`src/sv/desm_pkg.sv`:
```
// ----------------------------------------------------------------------------
// desm_pkg
// shared widths, codes and lane handshake types for the encoder speed block
// ----------------------------------------------------------------------------
`default_nettype none

package desm_pkg;

  localparam int DATA_W    = 32;
  localparam int CNT_W     = 32;
  localparam int CFG_W     = 16;
  localparam int CFG_IDX_W = 4;
  localparam int SCALE_W   = 10;
  localparam int PROD_W    = DATA_W + SCALE_W;
  localparam int STEP_W    = $clog2(PROD_W);

  localparam logic [SCALE_W-1:0] CPS_SCALE = SCALE_W'(1000);
  localparam logic [SCALE_W-1:0] RPM_SCALE = SCALE_W'(600);

  localparam logic [CFG_W-1:0] PERIOD_RESET = CFG_W'(10);
  localparam logic [CFG_W-1:0] CPR_RESET    = CFG_W'(0);

  localparam logic OP_UPDATE  = 1'b0;
  localparam logic OP_CAPTURE = 1'b1;

  localparam logic [CFG_IDX_W-1:0] REG_PERIOD = CFG_IDX_W'(0);
  localparam logic [CFG_IDX_W-1:0] REG_CPR    = CFG_IDX_W'(1);

  typedef struct packed {
    logic              start;
    logic [DATA_W-1:0] delta;
    logic [DATA_W-1:0] elapsed;
    logic [CFG_W-1:0]  cpr;
  } lane_cmd_t;

  typedef struct packed {
    logic busy;
    logic done;
  } lane_stat_t;

endpackage

`default_nettype wire

```
`src/sv/desm_lane.sv`:
```
// ----------------------------------------------------------------------------
// desm_lane
// one wheel: scale delta by 1000, divide by elapsed, scale by 600, divide by cpr
// ----------------------------------------------------------------------------
`default_nettype none

module desm_lane (
  input  logic                            clk,
  input  logic                            rst_n,
  input  desm_pkg::lane_cmd_t             cmd,
  input  logic                            ack,
  output desm_pkg::lane_stat_t            stat,
  output logic [desm_pkg::DATA_W-1:0]     cps,
  output logic [desm_pkg::DATA_W-1:0]     rpm
);
  import desm_pkg::*;

  localparam logic [2:0] L_IDLE = 3'd0;
  localparam logic [2:0] L_MUL  = 3'd1;
  localparam logic [2:0] L_DIV  = 3'd2;
  localparam logic [2:0] L_SIGN = 3'd3;
  localparam logic [2:0] L_DONE = 3'd4;

  logic [2:0]        state_r, state_nxt;
  logic              pass_r, pass_nxt;
  logic              neg_r, neg_nxt;
  logic [DATA_W-1:0] mag_r, mag_nxt;
  logic [DATA_W-1:0] div_r, div_nxt;
  logic [PROD_W-1:0] num_r, num_nxt;
  logic [DATA_W-1:0] rem_r, rem_nxt;
  logic [STEP_W-1:0] step_r, step_nxt;
  logic [CFG_W-1:0]  cpr_r, cpr_nxt;
  logic [DATA_W-1:0] cps_r, cps_nxt;
  logic [DATA_W-1:0] rpm_r, rpm_nxt;

  logic [SCALE_W-1:0] scale;
  logic [PROD_W-1:0]  prod;
  logic [DATA_W:0]    trial;
  logic [DATA_W:0]    trial_sub;
  logic               fits;
  logic [DATA_W-1:0]  quot;
  logic [DATA_W-1:0]  res;

  function automatic logic [DATA_W-1:0] mag32(input logic [DATA_W-1:0] v);
    mag32 = v[DATA_W-1] ? (~v + DATA_W'(1)) : v;
  endfunction

  always_comb begin
    scale     = pass_r ? RPM_SCALE : CPS_SCALE;
    prod      = PROD_W'(mag_r) * PROD_W'(scale);
    trial     = {rem_r, num_r[PROD_W-1]};
    trial_sub = trial - {1'b0, div_r};
    fits      = (trial >= {1'b0, div_r});
    quot      = num_r[DATA_W-1:0];
    res       = neg_r ? (~quot + DATA_W'(1)) : quot;
  end

  always_comb begin
    state_nxt = state_r;
    pass_nxt  = pass_r;
    neg_nxt   = neg_r;
    mag_nxt   = mag_r;
    div_nxt   = div_r;
    num_nxt   = num_r;
    rem_nxt   = rem_r;
    step_nxt  = step_r;
    cpr_nxt   = cpr_r;
    cps_nxt   = cps_r;
    rpm_nxt   = rpm_r;
    unique case (state_r)
      L_IDLE: begin
        if (cmd.start) begin
          mag_nxt   = mag32(cmd.delta);
          neg_nxt   = cmd.delta[DATA_W-1];
          div_nxt   = cmd.elapsed;
          cpr_nxt   = cmd.cpr;
          pass_nxt  = 1'b0;
          state_nxt = L_MUL;
        end
      end
      L_MUL: begin
        num_nxt   = prod;
        rem_nxt   = '0;
        step_nxt  = '0;
        state_nxt = L_DIV;
      end
      L_DIV: begin
        // restoring division, one quotient bit per cycle
        num_nxt  = {num_r[PROD_W-2:0], fits};
        rem_nxt  = fits ? trial_sub[DATA_W-1:0] : trial[DATA_W-1:0];
        step_nxt = step_r + STEP_W'(1);
        if (step_r == STEP_W'(PROD_W - 1)) begin
          state_nxt = L_SIGN;
        end
      end
      L_SIGN: begin
        if (!pass_r) begin
          cps_nxt   = res;
          mag_nxt   = mag32(res);
          neg_nxt   = res[DATA_W-1];
          div_nxt   = DATA_W'(cpr_r);
          pass_nxt  = 1'b1;
          state_nxt = L_MUL;
        end else begin
          rpm_nxt   = res;
          state_nxt = L_DONE;
        end
      end
      L_DONE: begin
        if (ack) begin
          state_nxt = L_IDLE;
        end
      end
      default: begin
        state_nxt = L_IDLE;
      end
    endcase
  end

  always_ff @(posedge clk) begin
    if (!rst_n) begin
      state_r <= L_IDLE;
    end else begin
      state_r <= state_nxt;
    end
  end

  always_ff @(posedge clk) begin
    pass_r <= pass_nxt;
    neg_r  <= neg_nxt;
    mag_r  <= mag_nxt;
    div_r  <= div_nxt;
    num_r  <= num_nxt;
    rem_r  <= rem_nxt;
    step_r <= step_nxt;
    cpr_r  <= cpr_nxt;
    cps_r  <= cps_nxt;
    rpm_r  <= rpm_nxt;
  end

  assign stat.busy = (state_r != L_IDLE);
  assign stat.done = (state_r == L_DONE);
  assign cps       = cps_r;
  assign rpm       = rpm_r;

endmodule

`default_nettype wire

```
`src/sv/desm_merge.sv`:
```
// ----------------------------------------------------------------------------
// desm_merge
// joins both lane results with deltas and elapsed time into the output register
// ----------------------------------------------------------------------------
`default_nettype none

module desm_merge (
  input  logic                               clk,
  input  logic                               rst_n,
  input  desm_pkg::lane_stat_t               l_stat,
  input  desm_pkg::lane_stat_t               r_stat,
  input  logic [desm_pkg::DATA_W-1:0]        l_cps,
  input  logic [desm_pkg::DATA_W-1:0]        l_rpm,
  input  logic [desm_pkg::DATA_W-1:0]        r_cps,
  input  logic [desm_pkg::DATA_W-1:0]        r_rpm,
  input  logic [desm_pkg::DATA_W-1:0]        l_delta,
  input  logic [desm_pkg::DATA_W-1:0]        r_delta,
  input  logic [desm_pkg::DATA_W-1:0]        elapsed,
  output logic                               ack,
  output logic                               out_valid,
  input  logic                               out_ready,
  output logic signed [desm_pkg::DATA_W-1:0] out_left_delta,
  output logic signed [desm_pkg::DATA_W-1:0] out_right_delta,
  output logic signed [desm_pkg::DATA_W-1:0] out_left_cps,
  output logic signed [desm_pkg::DATA_W-1:0] out_right_cps,
  output logic signed [desm_pkg::DATA_W-1:0] out_left_rpm_tenths,
  output logic signed [desm_pkg::DATA_W-1:0] out_right_rpm_tenths,
  output logic [desm_pkg::DATA_W-1:0]        out_elapsed
);
  import desm_pkg::*;

  logic              valid_r, valid_nxt;
  logic [DATA_W-1:0] ld_r, rd_r, lc_r, rc_r, lr_r, rr_r, el_r;

  assign ack = l_stat.done && r_stat.done && (!valid_r || out_ready);

  always_comb begin
    valid_nxt = valid_r;
    if (ack) begin
      valid_nxt = 1'b1;
    end else if (out_ready) begin
      valid_nxt = 1'b0;
    end
  end

  always_ff @(posedge clk) begin
    if (!rst_n) begin
      valid_r <= 1'b0;
    end else begin
      valid_r <= valid_nxt;
    end
  end

  always_ff @(posedge clk) begin
    if (ack) begin
      ld_r <= l_delta;
      rd_r <= r_delta;
      lc_r <= l_cps;
      rc_r <= r_cps;
      lr_r <= l_rpm;
      rr_r <= r_rpm;
      el_r <= elapsed;
    end
  end

  assign out_valid            = valid_r;
  assign out_left_delta       = ld_r;
  assign out_right_delta      = rd_r;
  assign out_left_cps         = lc_r;
  assign out_right_cps        = rc_r;
  assign out_left_rpm_tenths  = lr_r;
  assign out_right_rpm_tenths = rr_r;
  assign out_elapsed          = el_r;

endmodule

`default_nettype wire

```
`src/sv/dual_encoder_speed_estimator.sv`:
```
// ----------------------------------------------------------------------------
// dual_encoder_speed_estimator
// two-wheel encoder speed measurement: baseline capture, count deltas, counts
// per second and tenths of rpm from two parallel divide lanes
// ----------------------------------------------------------------------------
//  channel  handshake            payload
//  in       in_valid/in_ready    operation, left/right count, now_ms
//  out      out_valid/out_ready  deltas, cps, rpm tenths, elapsed
//  cfg      cfg_valid/cfg_ready  cfg_index, cfg_data (always ready)
//
//  capture and rejected updates finish in the accept cycle, no result
//  a measured update holds the input until the lanes hand their result to the
//  merge register: per lane two 42-step restoring divides in series, each after
//  a constant multiply and followed by a sign fix
//  a stalled output holds the lanes in done until the merge register drains
//  reset is synchronous, active low; baseline clears to zero
// ----------------------------------------------------------------------------
`default_nettype none

module dual_encoder_speed_estimator (
  input  logic                                clk,
  input  logic                                rst_n,
  input  logic                                in_valid,
  output logic                                in_ready,
  input  logic                                in_operation,
  input  logic signed [desm_pkg::DATA_W-1:0]  in_left_count,
  input  logic signed [desm_pkg::DATA_W-1:0]  in_right_count,
  input  logic [desm_pkg::DATA_W-1:0]         in_now_ms,
  output logic                                out_valid,
  input  logic                                out_ready,
  output logic signed [desm_pkg::DATA_W-1:0]  out_left_delta,
  output logic signed [desm_pkg::DATA_W-1:0]  out_right_delta,
  output logic signed [desm_pkg::DATA_W-1:0]  out_left_cps,
  output logic signed [desm_pkg::DATA_W-1:0]  out_right_cps,
  output logic signed [desm_pkg::DATA_W-1:0]  out_left_rpm_tenths,
  output logic signed [desm_pkg::DATA_W-1:0]  out_right_rpm_tenths,
  output logic [desm_pkg::DATA_W-1:0]         out_elapsed,
  input  logic                                cfg_valid,
  output logic                                cfg_ready,
  input  logic [desm_pkg::CFG_IDX_W-1:0]      cfg_index,
  input  logic [desm_pkg::CFG_W-1:0]          cfg_data
);
  import desm_pkg::*;

  logic [CFG_W-1:0]  period_r, period_nxt;
  logic [CFG_W-1:0]  cpr_r, cpr_nxt;
  logic [DATA_W-1:0] base_left_r, base_left_nxt;
  logic [DATA_W-1:0] base_right_r, base_right_nxt;
  logic [DATA_W-1:0] base_time_r, base_time_nxt;
  logic [DATA_W-1:0] ldelta_r, rdelta_r, el_r;

  logic                     accept;
  logic                     sample_ok;
  logic                     start;
  logic                     load_base;
  logic                     cfg_wr;
  logic [DATA_W-1:0]        el;
  logic signed [CNT_W-1:0]  ldiff, rdiff;
  logic [DATA_W-1:0]        ldelta, rdelta;
  lane_cmd_t                l_cmd, r_cmd;
  lane_stat_t               l_stat, r_stat;
  logic [DATA_W-1:0]        l_cps, l_rpm, r_cps, r_rpm;
  logic                     ack;

  assign cfg_ready = 1'b1;
  assign cfg_wr    = cfg_valid && cfg_ready;
  assign in_ready  = !l_stat.busy && !r_stat.busy;
  assign accept    = in_valid && in_ready;

  always_comb begin
    el        = in_now_ms - base_time_r;
    sample_ok = (el != '0) && (el >= DATA_W'(period_r)) && (cpr_r != '0);
    start     = accept && (in_operation == OP_UPDATE) && sample_ok;
    load_base = accept && ((in_operation == OP_CAPTURE) || sample_ok);
    ldiff     = in_left_count[CNT_W-1:0] - base_left_r[CNT_W-1:0];
    rdiff     = in_right_count[CNT_W-1:0] - base_right_r[CNT_W-1:0];
    ldelta    = DATA_W'(ldiff);
    rdelta    = DATA_W'(rdiff);
  end

  always_comb begin
    period_nxt = period_r;
    cpr_nxt    = cpr_r;
    if (cfg_wr) begin
      unique case (cfg_index)
        REG_PERIOD: begin
          period_nxt = cfg_data;
        end
        REG_CPR: begin
          cpr_nxt = cfg_data;
        end
        default: begin
        end
      endcase
    end
  end

  always_comb begin
    base_left_nxt  = base_left_r;
    base_right_nxt = base_right_r;
    base_time_nxt  = base_time_r;
    if (load_base) begin
      base_left_nxt  = in_left_count;
      base_right_nxt = in_right_count;
      base_time_nxt  = in_now_ms;
    end
  end

  always_ff @(posedge clk) begin
    if (!rst_n) begin
      period_r     <= PERIOD_RESET;
      cpr_r        <= CPR_RESET;
      base_left_r  <= '0;
      base_right_r <= '0;
      base_time_r  <= '0;
    end else begin
      period_r     <= period_nxt;
      cpr_r        <= cpr_nxt;
      base_left_r  <= base_left_nxt;
      base_right_r <= base_right_nxt;
      base_time_r  <= base_time_nxt;
    end
  end

  always_ff @(posedge clk) begin
    if (start) begin
      ldelta_r <= ldelta;
      rdelta_r <= rdelta;
      el_r     <= el;
    end
  end

  always_comb begin
    l_cmd.start   = start;
    l_cmd.delta   = ldelta;
    l_cmd.elapsed = el;
    l_cmd.cpr     = cpr_r;
    r_cmd.start   = start;
    r_cmd.delta   = rdelta;
    r_cmd.elapsed = el;
    r_cmd.cpr     = cpr_r;
  end

  desm_lane u_lane_l (
    .clk   (clk),
    .rst_n (rst_n),
    .cmd   (l_cmd),
    .ack   (ack),
    .stat  (l_stat),
    .cps   (l_cps),
    .rpm   (l_rpm)
  );

  desm_lane u_lane_r (
    .clk   (clk),
    .rst_n (rst_n),
    .cmd   (r_cmd),
    .ack   (ack),
    .stat  (r_stat),
    .cps   (r_cps),
    .rpm   (r_rpm)
  );

  desm_merge u_merge (
    .clk                  (clk),
    .rst_n                (rst_n),
    .l_stat               (l_stat),
    .r_stat               (r_stat),
    .l_cps                (l_cps),
    .l_rpm                (l_rpm),
    .r_cps                (r_cps),
    .r_rpm                (r_rpm),
    .l_delta              (ldelta_r),
    .r_delta              (rdelta_r),
    .elapsed              (el_r),
    .ack                  (ack),
    .out_valid            (out_valid),
    .out_ready            (out_ready),
    .out_left_delta       (out_left_delta),
    .out_right_delta      (out_right_delta),
    .out_left_cps         (out_left_cps),
    .out_right_cps        (out_right_cps),
    .out_left_rpm_tenths  (out_left_rpm_tenths),
    .out_right_rpm_tenths (out_right_rpm_tenths),
    .out_elapsed          (out_elapsed)
  );

`ifndef SYNTHESIS
  a_lanes_lockstep: assert property (@(posedge clk) disable iff (!rst_n)
    (l_stat.busy == r_stat.busy) && (l_stat.done == r_stat.done))
    else $error("lanes out of step");

  a_result_from_lanes: assert property (@(posedge clk) disable iff (!rst_n)
    $rose(out_valid) |-> $past(l_stat.done && r_stat.done))
    else $error("result without finished lanes");

  a_capture_no_work: assert property (@(posedge clk) disable iff (!rst_n)
    (accept && (in_operation == OP_CAPTURE)) |=> !l_stat.busy)
    else $error("capture started a lane");

  a_zero_cpr_no_work: assert property (@(posedge clk) disable iff (!rst_n)
    (accept && (cpr_r == '0)) |=> !l_stat.busy)
    else $error("lane started with zero counts per revolution");
`endif

endmodule

`default_nettype wire

```
`config.mk`:
```
export PLATFORM = sky130hd
export DESIGN_NAME = dual_encoder_speed_estimator
export DESIGN_NICKNAME = d
export VERILOG_FILES = /design/src/sv/desm_pkg.sv /design/src/sv/desm_lane.sv /design/src/sv/desm_merge.sv /design/src/sv/dual_encoder_speed_estimator.sv
export SDC_FILE = /design/constraint.sdc
export NUM_CORES = 2
export LEC_CHECK = 0
export BUFFER_PORTS_ARGS = -buffer_cell sky130_fd_sc_hd__buf_2
export CORE_ASPECT_RATIO = 1.1
export CORE_MARGIN = 4
export CORE_UTILIZATION = 62
export DETAILED_ROUTE_END_ITERATION = 8
export PLACE_DENSITY_LB_ADDON = 0.05
export SYNTH_ARGS = -nofsm -noshare
export SYNTH_HDL_FRONTEND = slang
export SYNTH_SLANG_ARGS = --single-unit
```
`constraint.sdc`:
```
create_clock -name clk -period 16.5 [get_ports clk]
set_clock_uncertainty 0.2 [all_clocks]
set_input_delay 2.475 -clock clk [delete_from_list [all_inputs] [get_ports clk]]
set_output_delay 2.475 -clock clk [all_outputs]
set_load 0.01 [all_outputs]
```
# Word-level counts from Yosys, hierarchy flattened
# Index checks and enable logic that the tools add are counted.
[classes]
addsub = 13
n_mul = 2
order_cmp = 3
n_eq_ne = 19
mux = 46
bitwise = 9
n_reduce_logical = 40
[op_table]
columns = ["op", "n"]
rows = [
  ["$mux W32", 15],
  ["$pmux W32 S2", 6],
  ["$add A32 B1 Y32 const B", 6],
  ["$not A32 Y32", 6],
  ["$pmux W42 S2", 2],
  ["$sub A32 B32 Y32", 5],
  ["$mul A32 B10 Y42", 2],
  ["$ge A33 B32 Y1", 2],
  ["$ge A32 B16 Y1", 1],
  ["$reduce_bool A32 Y1", 1],
  ["$pmux W3 S5", 2],
  ["$pmux W6 S2", 2],
  ["$reduce_and A2 Y1", 10],
  ["$mux W3", 6],
  ["$mux W9", 2],
  ["$reduce_bool A16 Y1", 1],
  ["$add A6 B1 Y6 const B", 2],
  ["$eq A3 B2 Y1 const B", 4],
  ["$eq A6 B6 Y1 const B", 2],
  ["$ne A2 B2 Y1 const B", 6],
  ["$reduce_and A3 Y1", 4],
  ["$reduce_bool A2 Y1", 5],
  ["$logic_and A1 B1 Y1", 9],
  ["$pmux W1 S2", 4],
  ["11 further kinds", 27],
]
[totals]
ff_bits = 907
in_bits = 122
out_inout_bits = 227
elab_cells = 170

# Depth between registers and ports, before layout
[logic_depth]
word_depth = 8
depth_mapped = 27
ltp_nobuf = 26

# Hierarchy
# Synthesis repeated with hierarchy kept, for this count alone.
[hier_totals]
cells_unflattened = 5551
area_unflattened_um2 = 59215.5
[modules_own_cells]
columns = ["mod", "instances", "cells_each", "area_per_inst_um2", "seq_area_each_um2"]
rows = [
  ["desm_lane (u_lane_l)", 1, 1903, 19491.2, 6846.6],
  ["desm_lane (u_lane_r)", 1, 1935, 19399.9, 6846.6],
  ["dual_encoder_speed_estimator", 1, 1484, 13543.0, 5445.2],
  ["desm_merge", 1, 229, 6781.5, 6746.5],
]

# Least setup slack after synthesis
# Ideal clock, no wire load.
[synth_timing]
path_kind = "in2reg"
startpoint = "in in_now_ms[0] (netlist name)"
endpoint = "reg u_lane_l.div_r[0], enable pin"
setup_ns = 0.395
arrival_time_ns = 14.738
t_required_ns = 15.905
setup_slack_ns = 1.168
stages = 20
n_path_buf = 0
path_cell_list = "inv_1 ha_1 inv_1 fa_1 a211oi_1 o21ai_1 a21boi_0 nor2_1 xnor2_1 inv_1 ha_1 o21a_1 o21a_1 o2111ai_1 o21ai_0 a21oi_1 a31oi_1 nor4_2 a311oi_1 or2_2"
[synth_via]
elab_chain_len = 7
elab_cells_between_ends = 8
classes_between = "add/sub: 1; order compare: 1; eq/ne: 1; reduce/logical: 5"
[synth_lines]
columns = ["item", "line", "rtl"]
rows = [
  ["start, declared", "dual_encoder_speed_estimator.sv:28", "input logic [desm_pkg::DATA_W-1:0] in_now_ms,"],
  ["$sub A32 B32 Y32 *", "dual_encoder_speed_estimator.sv:71", "el = in_now_ms - base_time_r;"],
  ["net el[8]", "dual_encoder_speed_estimator.sv:57", "logic [DATA_W-1:0] el;"],
  ["$ge A32 B16 Y1 or $reduce_bool A32 Y1 (tied branches)", "dual_encoder_speed_estimator.sv:72", "sample_ok = (el != '0) && (el >= DATA_W'(period_r)) && (cpr_r != '0);"],
  ["$logic_and A1 B1 Y1 * (2 in series)", "dual_encoder_speed_estimator.sv:72", ""],
  ["$logic_and A1 B1 Y1 *", "dual_encoder_speed_estimator.sv:73", "start = accept && (in_operation == OP_UPDATE) && sample_ok;"],
  ["net start", "dual_encoder_speed_estimator.sv:54", "logic start;"],
  ["$ne A2 B2 Y1 (no source line) *", "-", ""],
  ["$reduce_and A3 Y1 (no source line) *", "-", ""],
  ["end signal, assigned", "desm_lane.sv:132", "div_r <= div_nxt;"],
  ["end, declared", "desm_lane.sv:28", "logic [DATA_W-1:0] div_r, div_nxt;"],
]
# Mark *: on every way through the listed nets, which the timed path passes. The rest lies on a longest branch.
# A chain may end at the register's enable or synchronous reset.

# Final worst setup path
[layout_timing]
startpoint = "in in_now_ms[0] (netlist name)"
endpoint = "reg u_lane_l.mag_r[15], enable pin"
[layout_via]
elab_chain_len = 7
elab_cells_between_ends = 8
classes_between = "add/sub: 1; order compare: 1; eq/ne: 1; reduce/logical: 5"
[layout_lines]
columns = ["item", "line", "rtl"]
rows = [
  ["$sub A32 B32 Y32 *", "dual_encoder_speed_estimator.sv:71", ""],
  ["net el[8]", "dual_encoder_speed_estimator.sv:57", ""],
  ["$ge A32 B16 Y1 or $reduce_bool A32 Y1 (tied branches)", "dual_encoder_speed_estimator.sv:72", ""],
  ["$logic_and A1 B1 Y1 * (2 in series)", "dual_encoder_speed_estimator.sv:72", ""],
  ["$logic_and A1 B1 Y1 *", "dual_encoder_speed_estimator.sv:73", ""],
  ["net start", "dual_encoder_speed_estimator.sv:54", ""],
  ["$ne A2 B2 Y1 (no source line) *", "-", ""],
  ["$reduce_and A3 Y1 (no source line) *", "-", ""],
  ["end signal, assigned", "desm_lane.sv:131", "mag_r <= mag_nxt;"],
  ["end, declared", "desm_lane.sv:27", "logic [DATA_W-1:0] mag_r, mag_nxt;"],
]
# Marks and branches as above.

==> results_dict.tcl <==
set metrics [dict create \
    status "complete, no violations" \
    setup-tns-final_ns 0 \
    diodes 0 \
    combPwrFrac_pct 41.5 \
    numCtsBuffers 96 \
    place_hpwl_um 113600 \
    areaGrowthSynthToFinish_pct 10.54 \
    max_slew_headroom_pct 19.46 \
    timing.setup.critical_path_class "in -> reg" \
    vdd_ir_max_uv 100.3 \
    post_synth_inst_count 5506 \
    multi_input_comb_area_um2 29910 \
    rsz0062_at_grt "no" \
    h-tree-depth 3 \
    chipWidth_um 301.2 \
    io_pins 349 \
    timing.hold.worst_path_depth 0 \
    clock_network_power_share_pct 25.6 \
    reg2reg_to "u_lane_r.num_r[41]$_DFFE_PP_" \
    tightestPinTransition_ns 1.205 \
    hold_ws_ns 0.1990 \
    cts_hold_buf 0 \
    synth_enable_flop_cells 772 \
    drt-wirelength-per-cell_um 20.87 \
    max_freq_mhz 115.3 \
    yosysWarningCount 0 \
    post-synth-top-area-cell "edfxtp_1" \
    cts_buffer_depth 3 \
    largestRegisters "u_lane_l.num_r (42), u_lane_r.num_r (42)" \
    r2r_slack_ns 9.23 \
    net-switching-power_mw 3.115 \
    layout-drive-gt1-share_pct 10.48 \
    vias 41910 \
    wire_length_of_the_first_global_routing_pass_um 232500 \
    postPlaceCellArea_um2 61630 \
    fillCellCount 7291 \
    drc_errors 0 \
    required_ns 16.61 \
    mappedNetlistArea_um2 58650 \
    grt_overflow 0 \
    yosys.cell_count.top_type "edfxtp_1" \
    wirelength_routed_um 149300 \
    worst_setup_path_start_kind "input pin" \
    num-nets-final 6645 \
    power.density_cell_area_nw_per_um2 132.7 \
    worst_skew_pair.late_latency_ns 0.68 \
    maxSlewViolCount 0 \
    synth_sequential_area_ratio_pct 44.14 \
    finalHoldViolCount 0 \
    netlist_top_cells_count "772 x edfxtp_1, 622 x nand2_1, 584 x inv_1, 443 x ha_1, 334 x a21oi_1" \
    stdcell_area_um2 64830 \
    postSynth.asyncResetShare_pct 0 \
    critical_path.reg2reg.startpoint "u_lane_r.pass_r$_DFFE_PP_" \
    clock-sinks 907 \
    grt_pass1_vias 41500 \
    floorplan.core_area_um2 94050 \
    synth.lib_cells_used.distinct 105 \
    antenna_found_initial 5 \
    ff2ff_path_depth 23 \
    cts_tree "built" \
    cap_violations 0 \
    synth.avg_cell_area_um2 10.65 \
    initialDrtViolationCount 3020 \
    grtUsageTotal_pct 30.03 \
    post_cts.resized_instances 0 \
    finalSetupViolCount 0 \
    drtPass1Iterations 5 \
    core.rowCount 118 \
    postSynth.topFlopCell "edfxtp_1" \
    buffers_inserted_by_post_cts_timing_repair 0 \
    min_period_over_period_pct 52.56 \
    hp-start "u_lane_r.rpm[14]$_DFFE_PP_" \
    synth_top_cells_by_area "edfxtp_1 40%, ha_1 9.5%, fa_1 9.0%, dfxtp_1 4.6%, nand2_1 4.0%" \
    cts_root_buf "clkbuf_16" \
    number_of_port_buffers 347 \
    synth_seq_cells 907 \
    crit_path_max_fanout 52 \
    cp_arrival_ns 8.78 \
    power.internal_mw 5.486 \
    swShare_pct 36.22 \
    largest_net_degree_at_the_start_of_global_routing 117 \
    die-area_um2 99580 \
    vias_per_cell 5.858 \
    ff_latch_area_um2 25880 \
    place.gp.congestion 0.9263 \
    period_minus_slack_ns 8.673 \
    seq_power_share_pct 32.9 \
    hold_path_end "u_merge.out_right_rpm_tenths[14]$_DFFE_PP_" \
    total_leakage_power_nw 27.07 \
    yosys.area.top_type_share_pct 39.53 \
    initial_core_util_pct 62.36 \
    hold_class "reg -> reg" \
    cts.reportedPaths.clkPinSlew_ns 0.06 \
    cp-end-kind "register" \
    antenna_violating_nets_post_route 0 \
    chipHeight_um 330.6 \
]
[how the worst max path moves through the flow]
stage,startpoint,endpoint,slack [ns]
5_1_grt,in_now_ms[0],u_lane_l.mag_r[28]$_DFFE_PP_,7.35
3_5_place_dp,in_now_ms[0],u_lane_l.mag_r[15]$_DFFE_PP_,7.20
2_1_floorplan,in_now_ms[0],u_lane_l.div_r[0]$_DFFE_PP_,1.17
3_3_place_gp,in_now_ms[0],u_lane_l.mag_r[15]$_DFFE_PP_,7.28
4_1_cts,in_now_ms[0],u_lane_l.mag_r[15]$_DFFE_PP_,7.88
6_report,in_now_ms[0],u_lane_l.mag_r[15]$_DFFE_PP_,7.83
[power groups by stage]
| stage | clock network, mW | logic (mW) | registers [mW] |
|---|---|---|---|
| 2_1_floorplan | 0 | 2.65 | 2.85 |
| 3_3_place_gp | 0 | 3.46 | 2.87 |
| 3_5_place_dp | 0 | 3.51 | 2.87 |
| 4_1_cts | 2.24 | 3.55 | 2.83 |
| 5_1_grt | 2.34 | 3.99 | 2.84 |
| 6_report | 2.21 | 3.57 | 2.83 |
[routing by layer]
layer / up-vias / track usage [%] / share of wire, %
li1: 19830 / - / -
met1: 20610 / 38.88 / 41
met2: 1198 / 52.09 / 50
met3: 271 / 3.612 / 5.3
met4: 2 / 11.37 / 4.1
met5: - / 0 / 0.0087
[placed cells by master (no fill, tap or decap), types with 207 or more instances in the layout]
master / Yosys / final
a21oi_1: 334 / 334
buf_2: 11 / 346
fa_1: 265 / 265
edfxtp_1: 772 / 772
xnor2_1: 240 / 240
nand2_1: 622 / 622
ha_1: 443 / 443
inv_1: 584 / 582
nor2_1: 326 / 324
o21ai_0: 207 / 207
[cell families (layout without fill, tap and decap cells)]
| group | count (synthesis) | after routing | share of synthesized area, % |
|---|---|---|---|
| AOI/OAI and AO/OA | 1081 | 1081 | 11.81 |
| DFF | 907 | 907 | 44.14 |
| adders and majority gates | 708 | 708 | 18.50 |
| buffers and inverters | 765 | 1153 | 5.028 |
| muxes | 155 | 155 | 2.658 |
| and+or+nand+nor | 1499 | 1499 | 12.02 |
| xor gates and xnor gates | 389 | 389 | 5.835 |
| other | 2 | 3 | 0.01281 |
[final cells by class]
type	count	share of cell area, %
Tap cell	1260	2.432
Clock buffer	123	3.926
Multi-Input combinational cell	3835	46.14
Clock inverter	55	1.006
Sequential cell	907	39.93
Inverter	588	3.416
Timing Repair Buffer	387	3.152
[critical path, stage by stage]
cell and delay, ns:
buf_2 0.10, inv_1 0.05, ha_1 0.16, inv_1 0.05, fa_1 0.42, a211oi_1 0.28
o21ai_1 0.15, a21boi_0 0.29, nor2_1 0.10, xnor2_1 0.31, inv_1 0.14, ha_1 0.29
o21a_1 0.12, o21a_1 0.10, o2111ai_1 0.10, o21ai_0 0.22, a21oi_1 0.10, a31oi_1 0.20
nor4_2 0.13, a311oi_4 0.25, buf_4 0.63, buf_4 0.74, or2_2 0.72, buf_4 0.54
[per-stage QoR]
stage / utilization, % / total power [mW] / setup slack, ns / instances
after floorplan: - / 5.498 / 1.168 / 5507
after global placement: 65.53 / 6.337 / 7.284 / 6977
after detailed placement: 65.53 / 6.382 / 7.198 / 6977
after CTS: 68.93 / 8.618 / 7.880 / 7155
after global routing: 68.93 / 9.163 / 7.350 / 7155
final: 68.93 / 8.601 / 7.827 / 7155
Note: power is estimated with default switching activity, not from simulation.
